--- src/hdl/hce_mem.sv ---
`default_nettype none
module hce_mem (
	input  wire logic        clk,
	input  wire logic        we,
	input  wire logic [5:0]  waddr,
	input  wire logic [63:0] wdata,
	input  wire logic [5:0]  raddr,
	output logic      [63:0] rdata
);
	logic [63:0] mem [64];
	always_ff @(posedge clk) begin
		if (we)
			mem[waddr] <= wdata;
		rdata <= mem[raddr];
	end
endmodule
`default_nettype wire

--- config.mk ---
export PLATFORM = sky130hd
export DESIGN_NAME = hce_mem
export DESIGN_NICKNAME = d
export VERILOG_FILES = /design/src/hdl/hce_mem.sv
export SDC_FILE = /design/constraint.sdc
export NUM_CORES = 2
export LEC_CHECK = 0
export BUFFER_PORTS_ARGS = -buffer_cell sky130_fd_sc_hd__buf_4
export CAP_MARGIN = 15
export CORE_ASPECT_RATIO = 0.9
export CORE_MARGIN = 1
export CORE_UTILIZATION = 35
export CTS_CLUSTER_DIAMETER = 40
export CTS_CLUSTER_SIZE = 20
export DETAILED_ROUTE_END_ITERATION = 6
export HOLD_SLACK_MARGIN = 0.05
export RECOVER_POWER = 25
export SLEW_MARGIN = 20
export SYNTH_ARGS = -nofsm -noshare
export SYNTH_HDL_FRONTEND = slang
export SYNTH_SLANG_ARGS = --single-unit
--- constraint.sdc ---
create_clock -name clk -period 7.6 [get_ports clk]
set_clock_uncertainty 0.1 [all_clocks]
set_input_delay 0.38 -clock clk [delete_from_list [all_inputs] [get_ports clk]]
set_output_delay 0.38 -clock clk [all_outputs]
set_load 0.03 [all_outputs]
==> flow_metrics.env <==
export IMPL_synth_top_area_frac=0.787
export IMPL_synth_avg_cell_area_sq_um=23.7
export IMPL_cp_cell_sequence="dlygate4sd3_1 > buf_4 > nor2b_1 > nand3_1 > nor2_4 > buf_4 > buf_4"
export IMPL_synth_area_sq_mm=0.156
export IMPL_async_flop_share=0
export IMPL_cp_data_required_time_ns=8.07
export IMPL_path_common_cell="buf_4"
export IMPL_start_kind="input pin"
export IMPL_cts_hold_buf=70
export IMPL_antenna_found_initial=39
export IMPL_die_area_sq_mm=0.449
export IMPL_slew_violations=2925
export IMPL_worst_pin_slew_ns=3.10
export IMPL_dr_pass1_iters=5
export IMPL_ios=142
export IMPL_synth_seq_area_share=0.795
export IMPL_drt_wl_total_mm=447
export IMPL_hold_viol=0
export IMPL_max_cap_violations=45
export IMPL_layout_min_cycle_time_ns=3.62
export IMPL_synth_warnings=0
export IMPL_critical_path_max_stage_delay_ns=0.99
export IMPL_seq_power_share=0.498
export IMPL_min_delay_start="waddr[5]"
export IMPL_grt_setup_unrepaired="no"
export IMPL_period_share=0.477
export IMPL_grt_ovfl_total=0
export IMPL_ctsHtreeMaxLevel=5
export IMPL_ys_top_cells_by_area="edfxtp_1 79%, mux4_2 15%, mux2i_1 0.86%, dfxtp_1 0.82%, a22oi_1 0.81%"
export IMPL_dieWidth_microns=707
export IMPL_dpl_hpwl_mm=232
export IMPL_cts_buffer_depth=4
export IMPL_grt_pass1_wl_mm=614
export IMPL_fmax_mhz=276
export IMPL_grt_max_degree=117
export IMPL_setup_tns_final_ns=0
export IMPL_cts_buffers_inserted=476
export IMPL_power_net_switching_uw=11400
export IMPL_viasPerCell=5.69
export IMPL_num_rows=232
export IMPL_min_path_type="in -> reg"
export IMPL_num_nets_final=7187
export IMPL_ys_types=33
export IMPL_ff2ff_path_depth=4
export IMPL_cp_max_fo=35
export IMPL_crit_arrival_ns=4.09
export IMPL_worstSetupPathType="in -> reg"
export IMPL_initial_utilization=0.352
export IMPL_cts_tree="done"
export IMPL_pwr_share_clk=0.457
export IMPL_ys_ff_latch=4160
export IMPL_ant_nets=0
export IMPL_n_fill_cell=38200
export IMPL_finalSetupViolCount=0
export IMPL_critPathTopFamily="buffers and inverters"
export IMPL_cts_root_buf="clkbuf_16"
export IMPL_design_core_area_sq_mm=0.444
export IMPL_wl_per_cell_microns=33.4
export IMPL_synth_area_leader_cell="edfxtp_1"
export IMPL_first_iter_violations=9809
export IMPL_die_h_microns=636
export IMPL_violations="max-capacitance violations, max-slew violations"
export IMPL_synth_edff_count=4096
export IMPL_drive_above_1_share=0.298
export IMPL_worstSetupEndpointType="flip-flop"
export IMPL_path_buf_inv=4
export IMPL_clk_pin_slew_worst_paths_ns=0.06
export IMPL_r2r_slack_ns=5.20
export IMPL_min_to="mem[55][42]"
export IMPL_maxSlewHeadroom=-1.07
export IMPL_outcome="complete, but fails checks"
export IMPL_grt_pass1_vias=77100
export IMPL_slowest_stage="buf_4"
export IMPL_postCtsSetupBuffers=0
export IMPL_p_int_uw=39800
export IMPL_portBuffers=141
export IMPL_synth_nets=6676
export IMPL_place_gp_congestion=0.763
export IMPL_post_cts_resized=0
export IMPL_p_sw_frac=0.223
export IMPL_syn_to_final_growth_pct=16.6
export IMPL_finalPower_uw=51300
export IMPL_placed_area_sq_mm=0.165
export IMPL_reg2reg_from="mem[34][62]"
export IMPL_final_area_sq_mm=0.182
export IMPL_power_density_mw_per_mm2=281
export IMPL_route_detailed_drc=0
export IMPL_synthCells=6598
export IMPL_whs_path_depth=3
export IMPL_synth_ff_type="edfxtp_1"
export IMPL_p_comb_frac=0.045
export IMPL_p_leak_uw=0.0564
export IMPL_num_vias=76200
export IMPL_cts_sinks=4160
export IMPL_track_usage=0.195
export IMPL_clk_latency_ns=0.98
export IMPL_regToRegEndpoint="rdata[62]"
export IMPL_peakVddDrop_mv=0.229
[power by group through the flow]
stage	Combinational (uW)	Clock [uW]	Sequential (uW)
after floorplan	1180	0	26000
after global placement	2260	0	26000
after detailed placement	2300	0	26000
after CTS	2350	23700	25500
after global routing	2440	24600	25600
final	2310	23400	25600
[synthesized netlist by cell type, drive strengths merged, types with 19 or more instances]
cell type	number
buf	230
inv	19
mux4	1024
edfxtp	4096
and3	64
or3	29
a22o	88
dfxtp	64
o22ai	83
nand3	45
a22oi	168
or2	28
clkbuf	140
nand2	58
nor2b	28
a41oi	26
mux2i	135
a211oi	63
o221ai	38
nor2	112
a2bb2oi	19
[sequential cells by signal (all words and copies together) (netlist names)]
signal and count:
mem 4096, rdata 64
[logic make-up (layout without fill, tap and decap cells)]
logic type      Yosys count  after routing  synth area share
other cells               0             10                 0
simple gates            386            386            0.0124
buf+inv                 389           1325            0.0118
compound gates          504            504            0.0248
mux                    1159           1159             0.156
flops                  4160           4160             0.795
[area by class of cell]
type,instances,area [sq um],area share
Sequential cell,4160,124000,0.682
Multi-Input combinational cell,2049,30800,0.169
Clock buffer,528,12400,0.0679
Tap cell,5850,7320,0.0401
Clock inverter,375,4030,0.0221
Timing Repair Buffer,403,3410,0.0187
Inverter,19,71.3,0.000391
Antenna cell,10,25.0,0.000137
[cells in the final DEF, fill, tap and decap left out, types with 74 or more instances in the layout]
cell type	count
o22ai_1	83
a22o_1	88
a22oi_1	168
edfxtp_1	4096
mux4_2	1024
inv_6	74
clkbuf_1	78
mux2i_1	135
buf_4	257
clkbuf_16	484
[stage by stage]
step                      worst slack [ns]  hold WS (ns)  std cells   util
after floorplan                       1.68         0.379       6598      -
after global placement                3.47         0.718      12400  0.372
after detailed placement              3.44         0.724      12400  0.372
after CTS                             4.07        0.0580      13400  0.411
after global routing                  3.91         0.118      13400  0.410
final                                 3.98         0.126      13400  0.410
[worst register-to-register path, stage by stage (launching register included)]
cell and delay, ns:
edfxtp_1 0.36, mux4_2 0.47, a22oi_1 0.86, nand3_1 0.24
and3_1 0.24
[layer usage]
| metal | GRT usage | wire [microns] | share of wire | vias up |
|---|---|---|---|---|
| met2 | 0.303 | 207000 | 0.46 | 4260 |
| met5 | 0 | 140 | 0.00031 | - |
| li1 | - | - | - | 29700 |
| met4 | 0.0707 | 17800 | 0.040 | 22 |
| met3 | 0.0526 | 47500 | 0.11 | 862 |
| met1 | 0.263 | 174000 | 0.39 | 41400 |
[worst max path at each step]
stage	start	to	slack [ns]	depth (start not counted)
6_report	waddr[1]	mem[35][37]	3.98	7
5_1_grt	we	mem[62][55]	3.91	6
4_1_cts	waddr[1]	mem[35][36]	4.07	7
3_5_place_dp	raddr[2]	rdata[54]	3.44	8
3_3_place_gp	raddr[2]	rdata[57]	3.47	8
2_1_floorplan	waddr[3]	mem[48][0]	1.68	4
Power figures use the tool's default switching activity.
