## src/hdl/hce_pkg.sv

```systemverilog
`default_nettype none
package hce_pkg;
	localparam int MaxPoints = 64;
	localparam int IdxW = $clog2(MaxPoints);
	localparam int CntW = $clog2(MaxPoints + 1);

	typedef struct packed {
		logic        req_type;
		logic [5:0]  point_index;
		logic signed [31:0] position;
		logic signed [31:0] point_value;
		logic signed [31:0] in_tangent;
		logic signed [31:0] out_tangent;
	} hce_in_t;

	typedef struct packed {
		logic signed [31:0] curve_value;
		logic [2:0]  region;
	} hce_out_t;

	localparam logic [2:0] RegEmpty  = 3'd0;
	localparam logic [2:0] RegSingle = 3'd1;
	localparam logic [2:0] RegBelow  = 3'd2;
	localparam logic [2:0] RegInterp = 3'd3;
	localparam logic [2:0] RegAbove  = 3'd4;
	localparam logic [2:0] RegWrite  = 3'd5;
	localparam logic [2:0] RegSat    = 3'd6;

	localparam logic ReqWrite = 1'b0;
	localparam logic ReqEval  = 1'b1;

	localparam logic [0:0] AddrPointCount = 1'b0;

	typedef struct packed {
		logic                 start;
		logic signed [32:0]   num;
		logic signed [32:0]   den;
	} hce_div_req_t;
endpackage
`default_nettype wire

```

## src/hdl/hce_div.sv

```systemverilog
`default_nettype none
// unsigned restoring divider, one quotient bit per cycle
// quotient = floor(num*65536/den), num <= den, so quotient <= 65536
// first step compares num against den unshifted to form the integer bit
module hce_div (
	input  wire logic clk,
	input  wire logic arst_n,
	input  wire hce_pkg::hce_div_req_t req,
	output logic        done,
	output logic [16:0] quot
);
	import hce_pkg::*;
	logic [32:0] rem_q;
	logic [32:0] den_q;
	logic [16:0] quot_q;
	logic [4:0]  cnt_q;
	logic        busy_q;
	logic        first;
	logic [33:0] trial;

	assign first = cnt_q == 5'd17;
	assign trial = (first ? {1'b0, rem_q} : {rem_q, 1'b0}) - {1'b0, den_q};
	assign quot = quot_q;

	always_ff @(posedge clk or negedge arst_n) begin
		if (!arst_n) begin
			busy_q <= 1'b0;
			done   <= 1'b0;
			cnt_q  <= '0;
		end else begin
			done <= 1'b0;
			if (req.start) begin
				busy_q <= 1'b1;
				cnt_q  <= 5'd17;
			end else if (busy_q) begin
				if (cnt_q == 5'd1) begin
					busy_q <= 1'b0;
					done   <= 1'b1;
				end
				cnt_q <= cnt_q - 5'd1;
			end
		end
	end

	always_ff @(posedge clk) begin
		if (req.start) begin
			rem_q  <= req.num;
			den_q  <= req.den;
			quot_q <= '0;
		end else if (busy_q) begin
			if (!trial[33]) begin
				rem_q  <= trial[32:0];
				quot_q <= {quot_q[15:0], 1'b1};
			end else begin
				rem_q  <= first ? rem_q : {rem_q[31:0], 1'b0};
				quot_q <= {quot_q[15:0], 1'b0};
			end
		end
	end
endmodule
`default_nettype wire

```

## config.mk

```make
export PLATFORM = sky130hd
export DESIGN_NAME = hce_div
export DESIGN_NICKNAME = d
export VERILOG_FILES = /design/src/hdl/hce_pkg.sv /design/src/hdl/hce_div.sv
export SDC_FILE = /design/constraint.sdc
export NUM_CORES = 1
export LEC_CHECK = 0
export ABC_AREA = 1
export BUFFER_PORTS_ARGS = -buffer_cell sky130_fd_sc_hd__buf_4
export CAP_MARGIN = 20
export CORE_MARGIN = 2
export CORE_UTILIZATION = 54
export DETAILED_ROUTE_END_ITERATION = 7
export GPL_TIMING_DRIVEN = 1
export PLACE_DENSITY = 0.83
export RECOVER_POWER = 25
export SLEW_MARGIN = 30
export SYNTH_ARGS = -nofsm -noshare
export SYNTH_HDL_FRONTEND = slang
export SYNTH_SLANG_ARGS = --single-unit
```

## constraint.sdc

```tcl
create_clock -name clk -period 3.4 [get_ports clk]
set_clock_uncertainty 0.05 [all_clocks]
set_input_delay 0.17 -clock clk [delete_from_list [all_inputs] [get_ports clk]]
set_output_delay 0.17 -clock clk [all_outputs]
set_load 0.05 [all_outputs]
```

==> metrics list, run 1 <==
- Proportion of layout cells with a drive suffix above 1: 0.240
* Die Outline Area: 13900 µm²
- The startpoint identified for the worst hold timing path is req[62].
* Total wire length: 23800 µm
- Clock latency on the worst-skew pair, taken at its later pin, is 360 ps.
- Sequential area share after synthesis: 0.356
- The synthesized design contains 90 register bits.
- Detail Placement HPWL: 15800 µm
- Clock period minus final worst setup slack: 3500 ps
* Sequential cell area: 2500 µm²
* Fin Setup TNS: -1230 ps
* Power per Cell Area: 1090 nW/µm²
* Antenna cells: 0
- Worst R2R Path Depth: 23
- Count of flip-flops with a built-in enable after synthesis: 66
- Synthesis-to-finish area growth: 35.8%
- Number of global-route vias before repair: 6952
* Pre-Repair DR Iteration Count: 5
- Across all setup checks in the final design, the least slack found is -103 ps.
* Total power after layout: 0.0104 W
* Antenna violations before repair: 0
- Startpoint of the lowest-slack register-to-register path: cnt_q[0]
- After synthesis, the share of flip-flops with an asynchronous set or reset is 0.0778.
- In this run the worst path has a maximum fanout of 11.
- Cell types with the highest counts after synthesis: sky130_fd_sc_hd__nand2_1, sky130_fd_sc_hd__inv_1, sky130_fd_sc_hd__nand3_1
- By instance count, the leading cell after synthesis is sky130_fd_sc_hd__nand2_1.
- Antenna Violating Nets Remaining: 0
- The average instance in the mapped netlist occupies 6.78 µm².
- Leakage power: 4.94 nW
* Critical Path Start: cnt_q[0]
- Clock-pin slew was measured on the worst setup and hold paths at 80 ps.
- Drt drc: 0
- Final number of setup-violating endpoints: 22
- Max-cap violations: 0
- Wire length per cell after detailed routing: 17.0 µm
- Worst setup SP type: flop
- Using the TritonRoute via totals, the vias-per-cell ratio works out to 5.44.
* Net count after synthesis: 1139
- Synth area leaders: sky130_fd_sc_hd__edfxtp_1, sky130_fd_sc_hd__nand2_1, sky130_fd_sc_hd__inv_1
* Initial standard-cell utilization of the core: 0.554
- CTS placed an instance of sky130_fd_sc_hd__clkbuf_16 at the clock tree root.
- The run finished, with violations left.
* Floorplan core area: 12700 µm²
- Layout fillers: 935
- Along the worst hold path, the cell count comes to 3.
- In this run the register-to-register setup slack is -100 ps.
- Synthesis handed over a netlist of 1034 instances.
- Overall fraction of global-route tracks in use: 0.307
- Synthesized area: 7010 µm²
* CP endpoint: rem_q[14]
- For this run, the top clock speed supported by timing is 285 MHz.
* Net total in the final layout: 1329
* Endpoint arrival time on the critical path: 3570 ps
- The clock drives 90 sinks.
- Setup repair after global routing could not meet its margin everywhere.
- Kind of capture point of the worst setup path: flop
* Violated checks: setup timing
- IO Port Bufs: 86
- For this block, the initial DRC count from the detailed router was 896.
- Of the available clock period, the critical path in the final layout requires 1.03.
- Number of synthesis warnings: 0
- In this run the tightest slew margin relative to its limit is 0.479.
* Library cell with the largest summed area after synthesis: sky130_fd_sc_hd__edfxtp_1
- Total I/O pin count: 87
- At the pin with the least slew margin, the transition time is 782 ps.
* TritonCTS clock tree: yes
* Class of the tightest hold or removal check: in2reg
- Highest ir drop seen on vdd: 0.552 mV
* Required time reported for the critical path endpoint: 3470 ps
- Among all flip-flop cells after synthesis, the most frequent one is sky130_fd_sc_hd__edfxtp_1.
- The first global-routing pass estimated 33800 µm of wire.
* Number of buffers created by CTS: 9
- Area of the multi-input gates: 3870 µm²
* Area share of the largest cell type after synthesis: 0.283
* Critical path start-end classification: reg2reg
- Routed via count: 7621
- The clock passes through at most 2 buffers.
- Max-slew violation count: 0
- The endpoint identified for the worst register-to-register timing path is rem_q[14].
- Number of H-tree levels: 3
- Entering global routing, the biggest net connects 71 pins.
- Routability-driven placement finished with a final weighted congestion of 0.996.
- Die span in x: 118 µm
- Vertical die dimension: 118 µm
* # rows: 41
- Final Hold Fails: 0
- Summed over all layers, the global routing overflow is 0.
* Number of distinct library cells after synthesis: 35
-- cells by family after synthesis --
kind of cell,Yosys count,share of synthesized area
simple gates,571,0.357
buf+inv,238,0.137
flops,90,0.356
compound gates,84,0.0656
fa+ha+maj,36,0.0653
xor+xnor,15,0.0187
-- stage by stage --
stage / hold WS [ps] / utilization / setup slack [ps] / cell area [µm²] / instances
finish: 24.5 / 0.752 / -103 / 9530 / 1401
global route: 38.0 / 0.752 / -178 / 9530 / 1401
CTS: 19.9 / 0.705 / -6.57 / 8930 / 1376
detailed placement: -65.3 / 0.645 / -110 / 8180 / 1319
global placement: -64.0 / 0.645 / -55.7 / 8180 / 1319
floorplan: -176 / - / 48.8 / 7010 / 1034
-- worst min path at each step --
stage                      endpoint  slack, ps
final                     rem_q[29]         20
after global routing      rem_q[19]         40
after CTS                 rem_q[29]         20
after detailed placement     busy_q        -70
after global placement         done        -60
after floorplan              busy_q       -180
-- state kept, by name, indices dropped and copies added, names as in the netlist --
register  flops
cnt_q         5
rem_q        33
busy_q        1
done          1
quot         17
den_q        33
-- critical path, cell delays in order, from the launching register on --
cell                        delay, ps
sky130_fd_sc_hd__dfrtp_1          430
sky130_fd_sc_hd__ha_4             190
sky130_fd_sc_hd__nand2_2           80
sky130_fd_sc_hd__nor2_4            50
sky130_fd_sc_hd__buf_12           150
sky130_fd_sc_hd__clkbuf_16        170
sky130_fd_sc_hd__nand2_1           90
sky130_fd_sc_hd__o21ai_0          140
sky130_fd_sc_hd__ha_1             410
sky130_fd_sc_hd__nand2_2          110
sky130_fd_sc_hd__nor2_2           140
sky130_fd_sc_hd__nand2_1          100
sky130_fd_sc_hd__inv_1            130
sky130_fd_sc_hd__nand2_4           80
sky130_fd_sc_hd__nand2_4           70
sky130_fd_sc_hd__nand2_4           70
sky130_fd_sc_hd__nand2_4           80
sky130_fd_sc_hd__buf_4            140
sky130_fd_sc_hd__nand2_8           90
sky130_fd_sc_hd__nand2_8          110
sky130_fd_sc_hd__clkbuf_16        160
sky130_fd_sc_hd__nand2_1           60
sky130_fd_sc_hd__nand3_1           70
sky130_fd_sc_hd__nand2_1           70
-- where the power goes --
part	switching [W]	internal, W	total, W	leakage [nW]
combinational	0.00458	0.00300	0.00758	3.90
clock	0.000513	0.000563	0.00108	0.151
sequential	0.000150	0.00156	0.00171	0.892
total	0.00524	0.00512	0.0104	4.94
-- per-layer routing --
layer	vias up	part of all wire	GRT usage
met5	-	0	0
met4	0	0.043	0.109
met3	92	0.10	0.0673
met2	406	0.46	0.504
met1	3488	0.40	0.397
li1	3635	-	-
-- layout make-up --
cell class                      count  share of cell area
Multi-Input combinational cell    706               0.407
Tap cell                          172              0.0226
Timing Repair Buffer              205               0.192
Clock inverter                      6             0.00670
Clock buffer                       10              0.0263
Inverter                          212              0.0835
Sequential cell                    90               0.262
-- what timing repair did --
item | 4_1_cts | 5_1_grt
pin swaps | 4 | 23
hold buffers | 34 | 0
endpoints found under the hold margin | 40 | 0
setup endpoints to repair | 64 | 67
cloned | 0 | 5
resized for setup | 13 | 91
buffers inserted | 7 | 20
-- cell usage in the layout, fill, tap and decap left out, types with 4 or more instances in the layout --
| master | synthesis | routed |
|---|---|---|
| sky130_fd_sc_hd__nand2_4 | 5 | 5 |
| sky130_fd_sc_hd__nor2_1 | 41 | 30 |
| sky130_fd_sc_hd__buf_12 | 1 | 6 |
| sky130_fd_sc_hd__nand2_2 | 5 | 34 |
| sky130_fd_sc_hd__nor2_2 | 3 | 11 |
| sky130_fd_sc_hd__a21oi_2 | 1 | 10 |
| sky130_fd_sc_hd__and2_1 | 5 | 5 |
| sky130_fd_sc_hd__o22ai_1 | 17 | 17 |
| sky130_fd_sc_hd__dlygate4sd3_1 | 0 | 34 |
| sky130_fd_sc_hd__nand2_1 | 371 | 340 |
| sky130_fd_sc_hd__clkbuf_16 | 0 | 14 |
| sky130_fd_sc_hd__nand4_1 | 12 | 12 |
| sky130_fd_sc_hd__nor3_1 | 12 | 8 |
| sky130_fd_sc_hd__a21oi_1 | 23 | 14 |
| sky130_fd_sc_hd__clkbuf_4 | 0 | 31 |
| sky130_fd_sc_hd__dfxtp_1 | 17 | 17 |
| sky130_fd_sc_hd__inv_2 | 1 | 6 |
| sky130_fd_sc_hd__nor2_4 | 3 | 6 |
| sky130_fd_sc_hd__nand3_1 | 93 | 87 |
| sky130_fd_sc_hd__xnor2_1 | 14 | 13 |
| sky130_fd_sc_hd__edfxtp_1 | 66 | 66 |
| sky130_fd_sc_hd__nand3_2 | 13 | 17 |
| sky130_fd_sc_hd__buf_6 | 6 | 10 |
| sky130_fd_sc_hd__nand3b_1 | 5 | 5 |
| sky130_fd_sc_hd__nor3_2 | 0 | 4 |
| sky130_fd_sc_hd__buf_4 | 1 | 117 |
| sky130_fd_sc_hd__dfrtp_1 | 7 | 7 |
| sky130_fd_sc_hd__ha_1 | 35 | 30 |
| sky130_fd_sc_hd__inv_1 | 211 | 206 |
| sky130_fd_sc_hd__o21ai_0 | 37 | 32 |
(Power assumes the default switching activity.)
==> inputs of run 2 (changes only) <==
--- a/config.mk
+++ b/config.mk
@@ -5,11 +5,11 @@
 export SDC_FILE = /design/constraint.sdc
 export NUM_CORES = 1
 export LEC_CHECK = 0
-export ABC_AREA = 1
+export ABC_AREA = 0
 export BUFFER_PORTS_ARGS = -buffer_cell sky130_fd_sc_hd__buf_4
 export CAP_MARGIN = 20
 export CORE_MARGIN = 2
-export CORE_UTILIZATION = 54
+export CORE_UTILIZATION = 53
 export DETAILED_ROUTE_END_ITERATION = 7
 export GPL_TIMING_DRIVEN = 1
 export PLACE_DENSITY = 0.83
==> run 2 against run 1 <==
Net effect:
- the flow still finishes with violations (setup timing)
- register-to-register slack worse by 530 ps
- global-route usage is 1.2 points lower
- first-iteration DRC count is 54% lower
- count of clock-buffer cells in the layout unchanged
- utilization rose by 7.6 points
- worst setup slack got worse by 530 ps
- wire length is 21% lower
- non-clock buffer count rose by 54
- critical path depth fell by 6
- sequential share of layout area rose by 1.5 points
- worst hold slack got worse by 15 ps
- critical endpoint is now rem_q[26]
==> metrics list, run 2 <==
- In this run the tightest slew margin relative to its limit is 0.476.
* Initial standard-cell utilization of the core: 0.544
- The number of antenna diodes in the final layout is 0.
- Mean instance size in the synthesized netlist: 9.99 µm²
- # rows: 38
* Cells after synthesis: 593
- CP endpoint: rem_q[26]
- The longest clock path from root to sink contains 2 buffers.
* Sequential cell area: 2500 µm²
* Pre-Repair DR Iteration Count: 5
- Share of the clock period used by the worst path: 1.19
- Global-route wire length before repair: 27200 µm
- Overall fraction of global-route tracks in use: 0.294
* Most frequently used cell type in the post-synthesis netlist: sky130_fd_sc_hd__edfxtp_1
* RePlAce Congestion: 0.909
- The final reports fail on setup timing.
* Proportion of layout cells with a drive suffix above 1: 0.392
- Subtracting the final worst setup slack from the clock period gives 4030 ps.
- Count of flip-flops with a built-in enable after synthesis: 66
- Worst setup SP type: flop
- Highest clock frequency the design can meet: 248 MHz
- After detailed routing, the number of vias per cell comes to 5.90.
- Net total in the final layout: 941
- Layout fillers: 568
* Number of global-route vias before repair: 5764
- Wires add up to 18700 µm.
- Total I/O pin count: 87
- Entering global routing, the biggest net connects 110 pins.
- The number of nets handed over by synthesis was 698.
- The worst setup path is captured at a flop.
- At the pin with the least slew margin, the transition time is 786 ps.
- After detailed routing, the average wire length per cell comes to 19.0 µm.
- Most frequent standard cell in the layout excluding fill and tap cells: sky130_fd_sc_hd__buf_4
* Required time reported for the critical path endpoint: 3490 ps
- Result of the run: complete, but fails checks
- Post-route cell area: 9020 µm²
- Capture point of the worst reg-to-reg path: rem_q[26]
- Startpoint of the lowest-slack register-to-register path: cnt_q[1]
* Critical path start-end classification: reg2reg
* Final Hold Fails: 0
* Number of distinct library cells after synthesis: 55
* Antenna violations before repair: 0
* Library cell with the largest summed area after synthesis: sky130_fd_sc_hd__edfxtp_1
- Setup violations remaining at the end of the flow were counted as 67.
- Hold timing on the final database bottoms out at a slack of 9.75 ps.
- Most frequent cells in the layout: sky130_fd_sc_hd__buf_4, sky130_fd_sc_hd__edfxtp_1, sky130_fd_sc_hd__nand2_1
* Worst slack, placed: -761 ps
* Clock insertion delay at the later pin of the skew report: 400 ps
- Cell types with the highest counts after synthesis: sky130_fd_sc_hd__edfxtp_1, sky130_fd_sc_hd__nand2_1, sky130_fd_sc_hd__nor2_1
- Synthesized area: 5930 µm²
- The total area inside the core boundary comes to 10900 µm².
- In the post-synthesis netlist, the biggest area contributors are sky130_fd_sc_hd__edfxtp_1, sky130_fd_sc_hd__ha_1, sky130_fd_sc_hd__mux2_2.
* Clock Sink Count: 90
* Drt drc: 0
* Number of DRC violations after detailed-routing iteration 0: 410
- Worst R2R Path Depth: 17
* Max-cap violations: 0
* Count of state elements after synthesis: 90
* Post-placement cell area: 7760 µm²
* Critical Path Start: cnt_q[1]
- Antenna Violating Nets Remaining: 0
- Among all flip-flop cells after synthesis, the most frequent one is sky130_fd_sc_hd__edfxtp_1.
- Sequential area share after synthesis: 0.421
* CTS clock-pin slew for the worst setup and hold paths: 100 ps
* Die span in x: 110 µm
* Grt total ovfl: 0
- The floorplan step set the die height to 110 µm.
- Synthesis-to-finish area growth: 52.2%
* Clock Root Buffer: sky130_fd_sc_hd__clkbuf_8
* Number of buffers created by CTS: 9
- Detail Placement HPWL: 11400 µm
- Endpoint arrival time on the critical path: 4120 ps
- CTS built an H-tree with a depth of 3.
- Max-slew violation count: 0
- Final critical-path setup slack: -632 ps
- The share of synthesized area in the top cell type comes to 0.334.
- The die covers 12000 µm².
* Routed via count: 5791
* Share of synthesized flip-flops with an asynchronous set or reset: 0.0778
* Setup repair after global routing missed its margin: true
* IO Port Bufs: 86
* Number of synthesis warnings: 0
- Class of the tightest hold or removal check: in2reg
- In the final layout, the multi-input gates occupy 3710 µm².
- Setup slack on the worst reg-to-reg path comes out at -630 ps.
- TritonCTS clock tree: yes
- Worst Path Max Fanout: 7
run 2: cell types whose count changed in the layout (fill, tap and decap cells not counted), moves of 18 or more:
cell,previous run,this run
sky130_fd_sc_hd__a21oi_1,14,36
sky130_fd_sc_hd__buf_4,117,179
sky130_fd_sc_hd__ha_4,3,21
sky130_fd_sc_hd__inv_1,206,38
sky130_fd_sc_hd__mux2i_1,0,19
sky130_fd_sc_hd__nand2_1,340,53
sky130_fd_sc_hd__nand2_2,34,2
sky130_fd_sc_hd__nand3_1,87,6
sky130_fd_sc_hd__nand3b_1,5,24
sky130_fd_sc_hd__o21ai_0,32,13
sky130_fd_sc_hd__o311ai_1,0,20
sky130_fd_sc_hd__xor2_1,1,20
run 2: how the worst min path moves through the flow:
stage / startpoint / end / slack (ps) / depth (start not counted)
3_5_place_dp: arst_n / done / -60 / 1
3_3_place_gp: arst_n / done / -70 / 1
4_1_cts: req[39] / rem_q[6] / 2 / 3
2_1_floorplan: arst_n / busy_q / -180 / 0
6_report: req[39] / rem_q[6] / 10 / 3
5_1_grt: req[62] / rem_q[29] / 20 / 3
run 2: routing by layer:
| metal | track usage | vias up | part of all wire | wire length (µm) |
|---|---|---|---|---|
| met4 | 0.166 | 0 | 0.046 | 860 |
| met1 | 0.347 | 2785 | 0.40 | 7420 |
| met5 | 0 | - | 0 | 0 |
| met3 | 0.0516 | 73 | 0.058 | 1090 |
| li1 | - | 2678 | - | - |
| met2 | 0.504 | 255 | 0.50 | 9320 |
run 2: final cells by class:
type,instances,share of cell area
Clock buffer,10,0.0153
Sequential cell,90,0.277
Multi-Input combinational cell,437,0.412
Inverter,39,0.0162
Clock inverter,6,0.00555
Tap cell,140,0.0194
Timing Repair Buffer,259,0.255
run 2: through the flow:
stage	cells	TNS, ps	util
after floorplan	593	-7070	-
after global placement	904	-29240	0.713
after detailed placement	904	-35600	0.713
after CTS	974	-23780	0.806
after global routing	981	-37290	0.828
final	981	-29770	0.828
run 2: worst max-delay path, cell delays in order (launching register included):
cell                        delay, ps
sky130_fd_sc_hd__dfrtp_1          400
sky130_fd_sc_hd__inv_2            100
sky130_fd_sc_hd__ha_4             140
sky130_fd_sc_hd__and3_4           320
sky130_fd_sc_hd__clkbuf_16        210
sky130_fd_sc_hd__mux2_4           330
sky130_fd_sc_hd__ha_4             230
sky130_fd_sc_hd__buf_4            140
sky130_fd_sc_hd__a21oi_1          150
sky130_fd_sc_hd__o21ai_0          170
sky130_fd_sc_hd__buf_4            180
sky130_fd_sc_hd__o31a_1           320
sky130_fd_sc_hd__a31oi_1          220
sky130_fd_sc_hd__buf_4            170
sky130_fd_sc_hd__a21boi_1          70
sky130_fd_sc_hd__xnor2_1          190
sky130_fd_sc_hd__nor3_2            70
sky130_fd_sc_hd__a221o_1          320
run 2: logic make-up after synthesis:
family          after synthesis  share of synthesized area
mux                          52                     0.0946
buf+inv                      67                     0.0443
xor+xnor                     34                     0.0534
compound gates              142                      0.163
fa+ha+maj                    36                     0.0773
simple gates                172                      0.146
flops                        90                      0.421
run 2: repair_timing:
item                                    CTS  global route
endpoints found under the setup margin   67            67
pin swaps                                19            28
hold endpoints to repair                 41             0
gates resized for setup                  63            41
hold buffers                             35             0
buffers inserted                         14             4
gates cloned                              5             3
Power of run 2 is not shown: default switching activity piles up to over one toggle a cycle in this logic, so the estimate is an artifact.
==> inputs of run 3 (changes only) <==
--- a/config.mk
+++ b/config.mk
@@ -14,6 +14,7 @@
 export GPL_TIMING_DRIVEN = 1
 export PLACE_DENSITY = 0.83
 export RECOVER_POWER = 25
+export SETUP_SLACK_MARGIN = 0.4
 export SLEW_MARGIN = 30
 export SYNTH_ARGS = -nofsm -noshare
 export SYNTH_HDL_FRONTEND = slang
==> run 3 against run 2 <==
Net effect:
- the run still ends with setup timing left
- sequential share of layout area grew 0.22 points
- first-iteration DRC count increased by 6.8%
- global-route usage up 0.76 points
- cell area decreased by 0.78%
- worst setup slack gained 140 ps
- sequential cell count unchanged
- critical path depth is 1 lower
- via count about the same
- critical endpoint is now rem_q[31]
- highest routed layer unchanged
==> metrics list, run 3 (same netlist as run 2, synthesis figures left out) <==
- CP max stage delay: 400 ps
- Across every metal layer, demand over resource in global routing totals 0.302.
* Vertical die dimension: 110 µm
- Across the run, the number of max-cap violations was 0.
* Class of the tightest hold or removal check: in2reg
* Global-route wire length before repair: 27800 µm
- Worst Path Max Fanout: 7
- Wires add up to 18500 µm.
* Die Outline Area: 12000 µm²
- Data on the critical path is required at its endpoint by 3510 ps.
* Detail Placement HPWL: 11200 µm
* Post-placement cell area: 7700 µm²
- Drt drc: 0
- Clock insertion delay at the later pin of the skew report: 400 ps
- Post-route cell area: 8950 µm²
- Number of global-route vias before repair: 5740
* Antenna Violating Nets Remaining: 0
- Via density: 5.94
- Counting the buffers created by CTS gives 9.
* Critical path start-end classification: reg2reg
* TritonCTS clock tree: yes
- At the worst endpoint, the arrival time is 4000 ps.
- Kind of capture point of the worst setup path: flop
- Pin count of the biggest net entering global routing: 116
* Number of H-tree levels: 3
* Slew of the pin with the lowest slew margin: 846 ps
* Pre-Repair DR Iteration Count: 5
- The clock net in this run drives a total of 90 sinks.
* Most frequent standard cell in the layout excluding fill and tap cells: sky130_fd_sc_hd__buf_4
* Initial standard-cell utilization of the core: 0.544
- The checks that failed: setup timing.
* Net total in the final layout: 935
- Dividing the detail-routed wire length by the instance count gives 19.0 µm.
* CTS clock-pin slew for the worst setup and hold paths: 110 ps
- 0 antenna diodes ended up in the layout.
- RePlAce Congestion: 0.935
* Routed via count: 5792
- The floorplan step set the die width to 110 µm.
- Final Hold Fails: 0
- The number of antenna violations at the first check in global routing is 0.
- Setup repair after global routing could not meet its margin everywhere.
- Layout fillers: 566
- Clock tree buffer depth: 2
* Synthesis-to-finish area growth: 51.0%
- Static timing analysis puts the maximum clock frequency at 257 MHz.
- Floorplan core area: 10900 µm²
* Result of the run: complete, but fails checks
- On the critical path, the stage with the largest delay is an instance of sky130_fd_sc_hd__dfrtp_1.
* IO Port Bufs: 86
- Setup violations remaining at the end of the flow were counted as 67.
* Max-slew violation count: 0
- Clock Root Buffer: sky130_fd_sc_hd__clkbuf_8
* Proportion of layout cells with a drive suffix above 1: 0.398
- The initialized floorplan defines 38 standard-cell rows.
* Most frequent cells in the layout: sky130_fd_sc_hd__buf_4, sky130_fd_sc_hd__edfxtp_1, sky130_fd_sc_hd__nand2_1
* Total I/O pin count: 87
* Share of the clock period used by the worst path: 1.14
- Worst setup SP type: flop
- After global routing the overflow that remains totals 0.
- The smallest clock period supported by the final layout is computed as 3890 ps.
- Once routing completed, OpenROAD measured the worst setup slack at -493 ps.
- Headroom to the max-slew limit came out at 0.436.
- Cell Chain, Critical Path: inv_2, ha_4, and3_4, buf_12, buf_8, mux2_2, ha_1, buf_4, and3_1, a211o_1, a221oi_2, nand2_2, a31oi_4, xor2_1, nor3_1, a221o_1
- Number of DRC violations after detailed-routing iteration 0: 438
==> run 3: cell types whose count changed in the layout (fill, tap and decap cells not counted), sizes merged <==
cell | previous run | this run
clkinv | 0 | 3
dlygate4sd3 | 35 | 36
bufbuf | 0 | 2
inv | 45 | 43
clkbuf | 35 | 31
buf | 199 | 193
==> run 3: worst max-delay path: cells and delay by family, from the launching register on <==
kind                       cells  cell delay [ps]
DFF                            1              400
AOI/OAI and AO/OA              4             1090
and+or+nand+nor                4              660
muxes                          1              340
xor gates and xnor gates       1              180
adders and majority gates      2              410
buffers and inverters          4              530
==> run 3: path summary, 6_finish.rpt <==
| kind | start | end | slack (ps) | depth (start not counted) |
|---|---|---|---|---|
| setup / recovery | cnt_q[1] | rem_q[31] | -490 | 16 |
| max in group asynchronous | arst_n | cnt_q[1] | 2870 | 2 |
| setup reg to reg | cnt_q[1] | rem_q[31] | -490 | 16 |
| min in group asynchronous | arst_n | cnt_q[0] | 150 | 2 |
| hold reg to reg | quot[16] | quot[16] | 460 | 2 |
| hold / removal | req[57] | rem_q[24] | 6 | 3 |
==> run 3: layer usage <==
layer	global-route usage	part of all wire	vias to the layer above
met5	0	0	-
met4	0.129	0.053	0
met3	0.0735	0.071	95
met2	0.536	0.50	284
met1	0.344	0.38	2756
li1	-	-	2657
==> run 3: final cells by class <==
cell class,count,area (µm²),area share
clock buffers,9,124,0.0138
multi-input cells,437,3750,0.419
clock inverters,7,83.8,0.00937
flip-flops and latches,90,2500,0.279
well taps,140,175,0.0196
repair buffers,253,2170,0.242
inverters,39,146,0.0164
==> run 3: metrics by stage <==
step	setup TNS (ps)	cells	setup WS [ps]	utilization	hold slack, ps
after floorplan	-7070	593	-270	-	-176
after global placement	-23640	895	-558	0.708	-65.0
after detailed placement	-34250	895	-768	0.708	-62.2
after CTS	-21790	970	-404	0.809	3.39
after global routing	-35730	975	-640	0.822	4.90
final	-27520	975	-493	0.822	6.36
==> run 3: repair_timing <==
action | in CTS | in global routing
setup endpoints to repair | 67 | 67
resized for setup | 78 | 27
pin swaps | 30 | 8
hold buffers | 35 | 1
setup buffers | 20 | 4
cloned | 4 | 0
endpoints found under the hold margin | 41 | 1
Power of run 3 is left out for the same reason.
